[config.mk]
export PLATFORM = sky130hd
export DESIGN_NAME = acia_core
export DESIGN_NICKNAME = d
export VERILOG_FILES = /design/src/acia_pkg.sv /design/src/acia_core.sv
export SDC_FILE = /design/constraint.sdc
export NUM_CORES = 1
export LEC_CHECK = 0
export BUFFER_PORTS_ARGS = -buffer_cell sky130_fd_sc_hd__buf_4
export CAP_MARGIN = 20
export CORE_AREA = 2 2 59 117
export DETAILED_ROUTE_END_ITERATION = 16
export DIE_AREA = 0 0 61 119
export SYNTH_ARGS = -nofsm -noshare
export SYNTH_HDL_FRONTEND = slang
export SYNTH_SLANG_ARGS = --single-unit
export TNS_END_PERCENT = 30
[constraint.sdc]
create_clock -name clk -period 2.5 [get_ports clk]
set_clock_uncertainty 0.15 [all_clocks]
set_input_delay 0.25 -clock clk [delete_from_list [all_inputs] [get_ports clk]]
set_output_delay 0.25 -clock clk [all_outputs]
set_load 0.02 [all_outputs]
[src/acia_pkg.sv]
// acia_pkg: shared types and codes for the serial register model
// event and result payload structs, event modes, status and control fields
// no dependencies
`timescale 1ns / 1ps

package acia_pkg;

	// event modes
	localparam logic [2:0] MODE_CTRL_WR  = 3'd0;
	localparam logic [2:0] MODE_TX_WR    = 3'd1;
	localparam logic [2:0] MODE_STAT_RD  = 3'd2;
	localparam logic [2:0] MODE_RX_RD    = 3'd3;
	localparam logic [2:0] MODE_LINE_BYTE = 3'd4;
	localparam logic [2:0] MODE_TX_DONE  = 3'd5;
	localparam logic [2:0] MODE_CARRIER  = 3'd6;

	// status register bit positions
	localparam int unsigned ST_RDRF = 0;
	localparam int unsigned ST_TDRE = 1;
	localparam int unsigned ST_DCD  = 2;
	localparam int unsigned ST_CTS  = 3;
	localparam int unsigned ST_FE   = 4;
	localparam int unsigned ST_OVRN = 5;
	localparam int unsigned ST_PE   = 6;
	localparam int unsigned ST_IRQ  = 7;

	// control register fields
	localparam logic [7:0] CTL_DIVIDE = 8'h03;
	localparam logic [7:0] CTL_WORD   = 8'h1c;
	localparam logic [7:0] CTL_TXCTL  = 8'h60;
	localparam logic [7:0] CTL_RIE    = 8'h80;
	localparam logic [7:0] SEVEN_MASK = 8'd127;

	// transmitter control codes
	localparam logic [1:0] TXC_RTS_ON_TIE_OFF = 2'd2;
	localparam logic [1:0] TXC_RTS_OFF_TIE_ON = 2'd1;

	// configuration register indexes
	localparam logic REG_TAPE_SEL = 1'b0;
	localparam logic REG_MOTOR    = 1'b1;

	typedef struct packed {
		logic [2:0] mode;
		logic [7:0] data_in;
		logic       carrier_in;
	} req_item_t;

	typedef struct packed {
		logic [7:0] read_data;
		logic       irq_out;
		logic       rts_out;
		logic       tx_valid;
		logic [7:0] tx_byte;
	} rsp_item_t;

	typedef struct packed {
		logic tape_channel_selected;
		logic motor_relay_on;
	} cfg_t;

endpackage

[src/acia_core.sv]
// acia_core: status, receive buffer and transmit holding state
// updates state for one event per step and forms its result; uses acia_pkg
`timescale 1ns / 1ps

module acia_core (
	input  logic                  clk,
	input  logic                  arst_n,
	input  logic                  step,
	input  acia_pkg::req_item_t   item,
	input  acia_pkg::cfg_t        cfg,
	output acia_pkg::rsp_item_t   result
);
	import acia_pkg::*;

	logic [7:0] status_q, status_d;
	logic [7:0] rx_hold_q, rx_hold_d;
	logic [7:0] rx_shift_q, rx_shift_d;
	logic [1:0] rx_fill_q, rx_fill_d;
	logic [7:0] tx_hold_q, tx_hold_d;
	logic       tx_pending_q, tx_pending_d;
	logic       rie_q, rie_d;
	logic       tie_q, tie_d;
	logic       rts_q, rts_d;
	logic       seven_q, seven_d;
	logic       first_rst_q, first_rst_d;
	logic       prev_car_q, prev_car_d;

	logic [7:0] rd;
	logic       txv;
	logic [7:0] txb;
	logic [1:0] txc;
	logic [1:0] fill_dec;

	always_comb begin
		status_d     = status_q;
		rx_hold_d    = rx_hold_q;
		rx_shift_d   = rx_shift_q;
		rx_fill_d    = rx_fill_q;
		tx_hold_d    = tx_hold_q;
		tx_pending_d = tx_pending_q;
		rie_d        = rie_q;
		tie_d        = tie_q;
		rts_d        = rts_q;
		seven_d      = seven_q;
		first_rst_d  = first_rst_q;
		prev_car_d   = prev_car_q;
		rd           = 8'd0;
		txv          = 1'b0;
		txb          = 8'd0;
		txc          = 2'((item.data_in & CTL_TXCTL) >> 5);
		fill_dec     = (rx_fill_q != 2'd0) ? rx_fill_q - 2'd1 : 2'd0;

		case (item.mode)
			MODE_CTRL_WR: begin
				// master reset keeps only cts, first one after reset also sets it
				if ((item.data_in & CTL_DIVIDE) == CTL_DIVIDE) begin
					status_d = status_q & (8'd1 << ST_CTS);
					if (first_rst_q) begin
						status_d[ST_CTS] = 1'b1;
						first_rst_d      = 1'b0;
					end
					prev_car_d        = 1'b0;
					tx_pending_d      = 1'b0;
					status_d[ST_TDRE] = 1'b1;
				end
				seven_d = ((item.data_in & CTL_WORD) >> 2) < 8'd4;
				rts_d   = (txc == TXC_RTS_ON_TIE_OFF);
				tie_d   = (txc == TXC_RTS_OFF_TIE_ON);
				rie_d   = (item.data_in & CTL_RIE) != 8'd0;
				if (cfg.tape_channel_selected && tie_d && cfg.motor_relay_on) begin
					status_d[ST_IRQ] = 1'b1;
				end
			end
			MODE_TX_WR: begin
				status_d[ST_IRQ]  = 1'b0;
				status_d[ST_TDRE] = 1'b0;
				tx_hold_d         = item.data_in;
				tx_pending_d      = 1'b1;
			end
			MODE_STAT_RD: begin
				rd = status_q;
			end
			MODE_RX_RD: begin
				rd               = seven_q ? (rx_hold_q & SEVEN_MASK) : rx_hold_q;
				status_d[ST_IRQ] = 1'b0;
				rx_hold_d        = rx_shift_q;
				rx_shift_d       = 8'd0;
				rx_fill_d        = fill_dec;
				if (fill_dec == 2'd0) begin
					status_d[ST_RDRF] = 1'b0;
				end else if (rie_q) begin
					status_d[ST_IRQ] = 1'b1;
				end
			end
			MODE_LINE_BYTE: begin
				status_d[ST_OVRN] = 1'b0;
				case (rx_fill_q)
					2'd0: begin
						rx_hold_d = item.data_in;
						rx_fill_d = 2'd1;
					end
					2'd1: begin
						rx_shift_d = item.data_in;
						rx_fill_d  = 2'd2;
					end
					default: begin
						// both full: oldest byte is lost
						rx_hold_d         = rx_shift_q;
						rx_shift_d        = item.data_in;
						rx_fill_d         = 2'd2;
						status_d[ST_OVRN] = 1'b1;
					end
				endcase
				status_d[ST_RDRF] = 1'b1;
				if (rie_q) begin
					status_d[ST_IRQ] = 1'b1;
				end
			end
			MODE_TX_DONE: begin
				if (tx_pending_q) begin
					txv               = 1'b1;
					txb               = tx_hold_q;
					tx_pending_d      = 1'b0;
					status_d[ST_TDRE] = 1'b1;
					if (tie_q) begin
						status_d[ST_IRQ] = 1'b1;
					end
				end
			end
			MODE_CARRIER: begin
				if (cfg.tape_channel_selected) begin
					if (item.carrier_in && !prev_car_q) begin
						if (rie_q) begin
							status_d[ST_IRQ] = 1'b1;
						end
						status_d[ST_DCD] = 1'b1;
					end else if (!item.carrier_in && prev_car_q) begin
						status_d[ST_DCD] = 1'b0;
					end
					prev_car_d = item.carrier_in;
				end
			end
			default: begin
			end
		endcase
	end

	always_ff @(posedge clk or negedge arst_n) begin
		if (!arst_n) begin
			status_q     <= 8'd0;
			rx_hold_q    <= 8'd0;
			rx_shift_q   <= 8'd0;
			rx_fill_q    <= 2'd0;
			tx_hold_q    <= 8'd0;
			tx_pending_q <= 1'b0;
			rie_q        <= 1'b0;
			tie_q        <= 1'b0;
			rts_q        <= 1'b0;
			seven_q      <= 1'b0;
			first_rst_q  <= 1'b1;
			prev_car_q   <= 1'b1;
		end else if (step) begin
			status_q     <= status_d;
			rx_hold_q    <= rx_hold_d;
			rx_shift_q   <= rx_shift_d;
			rx_fill_q    <= rx_fill_d;
			tx_hold_q    <= tx_hold_d;
			tx_pending_q <= tx_pending_d;
			rie_q        <= rie_d;
			tie_q        <= tie_d;
			rts_q        <= rts_d;
			seven_q      <= seven_d;
			first_rst_q  <= first_rst_d;
			prev_car_q   <= prev_car_d;
		end
	end

	assign result.read_data = rd;
	assign result.irq_out   = status_d[ST_IRQ];
	assign result.rts_out   = rts_d;
	assign result.tx_valid  = txv;
	assign result.tx_byte   = txb;

	a_fill_range: assert property (@(posedge clk) disable iff (!arst_n)
		rx_fill_q != 2'd3)
		else $error("receive fill count out of range");

	a_pending_tdre: assert property (@(posedge clk) disable iff (!arst_n)
		tx_pending_q |-> !status_q[ST_TDRE])
		else $error("transmit empty while a byte is pending");

	a_no_frame_err: assert property (@(posedge clk) disable iff (!arst_n)
		!status_q[ST_FE] && !status_q[ST_PE])
		else $error("framing or parity bit set");

	a_first_once: assert property (@(posedge clk) disable iff (!arst_n)
		!first_rst_q |=> !first_rst_q)
		else $error("first master reset flag came back");

endmodule

== Word level (Yosys, flattened, before mapping) ==
Cells that the tools add are included.

* Register bits after elaboration: 39
* Bits in latches: 0
* Bits in writable memories: 0
* Bits in read-only memories: 0
* Output and inout port bits: 19
* Memories: 0

* Add/sub/neg operators: 1
* $mul: 0
* Divide/modulo/power cells: 0
* $lt $le $gt $ge: 1
* Eq/ne operators: 17
* Shift operators: 0
* Muxes and demuxes: 39
* Bitwise logic cells: 0
* Reduce and logical (&&, ||, !) cells: 29

{| class="wikitable"
|+ Operator list
! operator !! count
|-
| $pmux W8 S2 || 4
|-
| $mux W8 || 5
|-
| $mux W1 || 20
|-
| $reduce_and A4 Y1 || 4
|-
| $reduce_and A3 Y1 || 5
|-
| $ne A2 B2 Y1 const B || 6
|-
| $eq A3 B3 Y1 const B || 3
|-
| $pmux W1 S3 || 3
|-
| $reduce_bool A2 Y1 || 4
|-
| $eq A3 B2 Y1 const B || 2
|-
| $pmux W1 S2 || 3
|-
| $pmux W1 S6 || 1
|-
| $reduce_and A2 Y1 || 3
|-
| $reduce_bool A3 Y1 || 2
|-
| $reduce_and A5 Y1 || 1
|-
| $eq A2 B1 Y1 const B || 2
|-
| $eq A2 B2 Y1 const B || 2
|-
| $logic_and A1 B1 Y1 || 4
|-
| $logic_not A2 Y1 || 2
|-
| $mux W2 || 2
|-
| $pmux W2 S2 || 1
|-
| $eq A3 B1 Y1 const B || 1
|-
| $logic_not A3 Y1 || 1
|-
| $lt A3 B3 Y1 const B || 1
|-
| other kinds (4) || 5
|}

== Depth between registers and ports, before layout ==
* Depth after elaboration: 6
* Depth in mapped cells: 7
* Depth with buffers taken out: 6

== Worst setup path after synthesis ==
OpenSTA, ideal clock, no wires.

* Path type: reg-to-output
* From: reg prev_car_q
* To: out result[10] (netlist name)
* Arrival: 1.412 ns
* Required time: 2.100 ns
* Setup slack: 0.688 ns
* Cell stages (with the launch flop): 8
* Buffers on the path: 1
* Cells stage by stage: dfstp_2 > inv_1 > ha_1 > and3_1 > a31oi_1 > o311a_1 > a21oi_1 > buf_4

* Longest elaborated chain between the ends: 5

{| class="wikitable"
|+ Ends and longest elaborated chain
! what !! RTL line !! text
|-
| from (decl) || acia_core.sv:26 || <nowiki>logic prev_car_q, prev_car_d;</nowiki>
|-
| from (signal assigned) || acia_core.sv:174 || <nowiki>prev_car_q <= prev_car_d;</nowiki>
|-
| $logic_not A1 Y1 || acia_core.sv:132 || <nowiki>if (item.carrier_in && !prev_car_q) begin</nowiki>
|-
| $logic_and A1 B1 Y1 || acia_core.sv:132 ||
|-
| $mux W1 || acia_core.sv:132 ||
|-
| $mux W1 || acia_core.sv:131 || <nowiki>if (cfg.tape_channel_selected) begin</nowiki>
|-
| $pmux W1 S6 || acia_core.sv:53 || <nowiki>case (item.mode)</nowiki>
|-
| to (decl) || acia_core.sv:11 || <nowiki>output acia_pkg::rsp_item_t result</nowiki>
|}

Every way passes these cells.

==> results.md <==
* Top Ports at 36
* R2R depth at 4
* Setup slack, reg-to-reg at 700 ps
* Largest net degree at the start of global routing at 40
* DIE HEIGHT at 119 um
* MaxCap Viol Count at 0
* Status: complete, no violations
* P_leak at 1.27 nW
* Hold depth at 2
* ANT cells at 0
* Mean Syn Cell Area at 10.3 um^2
* CP arrival at 1830 ps
* Dpl cells at 327
* Fin util at 41.3%
* Synth-to-layout area growth at 22.5%
* Final Hold Viols at 0
* Asr flop ratio synth at 100%
* Clk pwr share at 35.1%
* Crit Path Max Fanout at 2
* ANT nets after route at 0
* CTS buffer count at 5
* Iteration-0 DRC Markers at 92
* Drt drc at 0
* Reg-to-reg startpoint: rx_fill_q[0]
* Crit. End Element: primary output
* Nets at 265
* Via density at 5.04
* Least-Margin Pin Slew at 530 ps
* Pins Over Slew Limit at 0
* Worst slew margin at 64.6%
* Slack of the critical path at 267 ps
* Longest Clk Path Bufs at 2
* Ys Warns at 0
* WHS Endpoint: seven_q
* Startpoint class of the critical path: register
* Syn nets at 230
* Site Rows at 42
* Setup violators final at 0
* Delay of the slowest critical-path stage at 530 ps
* First-pass GRT wire length at 8.67 mm
* Pre-antenna DRT Iters at 4
* Fin crit period at 2230 ps
* Via count at 1,694
* Die X at 61 um
* Reg-to-Reg End: rx_hold_q[4]
* Post-synthesis sequential area ratio at 45.0%
* Gr ovfl total at 0
* Die ar. at 7260 um^2
* HP Class: input pin to register
* Worst hold start: item[5]
* Share of cells above drive strength 1 at 31.9%
* Post-synth cell types at 45
* Total Routing Usage GR at 15.8%
* Maximum vdd drop at 0.000329 V
* Crit share post-route at 89.3%
* F_max at 448 MHz
* WL/cell at 15.5 um
* Setup CP Type: register to primary output
* Synthesized flop and latch total at 39
* Worst path cell trace: inv_1 > ha_1 > and3_1 > a31oi_1 > o311a_1 > a21oi_1 > buf_4
* Top FF cell, synth: dfrtp_1
* GPL Wtd Cong at 0.847
* Internal Dissipation at 1.27 mW
* Post-Route Setup TNS at 0 ps
* Routed WL at 5.20 mm
* CP top delay family: flip-flops
* RSZ-0062 raised after global routing: false
* EDFF count, synth at 0
* Cell Pwr Density at 659 nW/um^2
* Bufs and invs on worst path at 2
* Port Buffer Count at 35
* Flop pwr share at 45.6%
* Initial antenna violation count at 0
* CTS Sinks at 39
* Detail Placement HPWL at 3.79 mm
* Number of H-tree levels at 2
* CTS clock-pin slew for the worst setup and hold paths at 60 ps
* CP required at 2100 ps
* Clk_lat worst skew at 280 ps
* Net switching power at 485 uW
* Final std cells w/o fill at 336
* Sw Ratio at 27.6%
* Clock root cell: clkbuf_16
* Mapped cell area at 2180 um^2
* Initial core utilization at 33.7%
* Most common cell after layout, fill and taps aside: buf_4
* Most frequent cells in the layout: 38 x buf_4, 37 x dfrtp_1, 27 x mux2_2
* Vias in the first global route at 1,740
* Cell with the largest stage delay on the worst path: dfstp_2
* CTS tree: yes
* Hold WS at 55.4 ps
* Core ar. at 6460 um^2
* Combinational power share at 19.3%
* Pre-CTS setup slack at 433 ps
* Cells after Synth at 212
==> cell families (layout without fill, tap and decap cells) <==
family,Yosys count,after routing,synth area share (%)
and+or+nand+nor,73,73,17.8
adders and majority gates,1,1,0.575
DFF,39,39,45.0
muxes,40,40,20.0
AOI/OAI and AO/OA,36,36,12.0
buffers and inverters,23,59,4.66
==> stage by stage <==
stage	total power, mW	instance area (um^2)
2_1_floorplan	1.02	2180
3_3_place_gp	1.14	2510
3_5_place_dp	1.15	2510
4_1_cts	1.78	2670
5_1_grt	1.86	2670
6_report	1.76	2670
==> per-layer routing <==
metal | vias to the layer above | part of all wire [%] | GRT usage, %
met5 | - | 0 | 0
met4 | 0 | 1.9 | 5.84
met3 | 11 | 3.9 | 2.71
met2 | 50 | 51 | 24.7
met1 | 824 | 43 | 21.5
li1 | 809 | - | -
==> state kept, by name, summed over array words and instances (netlist names), 2 cells and up <==
register / count
rx_fill_q: 2
rx_hold_q: 8
rx_shift_q: 8
status_q: 6
tx_hold_q: 8
==> worst max-delay path by stage <==
| stage | slack [ps] | endpoint | cells after the start | startpoint |
|---|---|---|---|---|
| global placement | 530 | rx_hold_q[3] | 6 | item[9] |
| detailed placement | 430 | rx_hold_q[2] | 6 | item[9] |
| floorplan | 690 | result[10] | 7 | prev_car_q |
| global route | 170 | result[10] | 7 | prev_car_q |
| CTS | 260 | result[10] | 7 | prev_car_q |
| finish | 270 | result[10] | 7 | prev_car_q |
==> power by group through the flow <==
| stage | Sequential (mW) | Combinational, mW | Clock (mW) |
|---|---|---|---|
| floorplan | 0.787 | 0.238 | 0 |
| global placement | 0.812 | 0.331 | 0 |
| detailed placement | 0.814 | 0.338 | 0 |
| CTS | 0.802 | 0.344 | 0.632 |
| global route | 0.815 | 0.379 | 0.668 |
| finish | 0.802 | 0.338 | 0.616 |
==> area by class of cell <==
type / count / area, um^2
Timing Repair Buffer: 39 / 295
Multi-Input combinational cell: 150 / 1100
Fill cell: 643 / 3800
Clock buffer: 6 / 129
Tap cell: 88 / 110
Inverter: 12 / 45.0
Sequential cell: 39 / 978
Clock inverter: 2 / 12.5
==> Yosys cell counts, types with 4 or more instances <==
library cell / instances / area [um^2]
a21oi_1: 4 / 20.0
and2_1: 10 / 62.6
dfrtp_1: 37 / 926
inv_1: 12 / 45.0
mux2_2: 27 / 304
mux2i_1: 13 / 130
nand2_1: 19 / 71.3
nand2b_1: 5 / 31.3
nand3b_1: 4 / 30.0
nor2_1: 16 / 60.1
nor2b_1: 5 / 31.3
o21ai_0: 9 / 45.0
==> worst reg2reg max path, delay by kind of cell (launching register included) <==
kind,cells,cell delay (ps)
and+or+nand+nor,2,480
muxes,2,610
DFF,1,450
==> repair_timing <==
action                                 in CTS  in global routing
setup buffers                               0                  0
endpoints found under the hold margin      37                  0
gates resized for setup                     0                  0
hold buffers                                1                  0
Power figures use the tool's default switching activity.
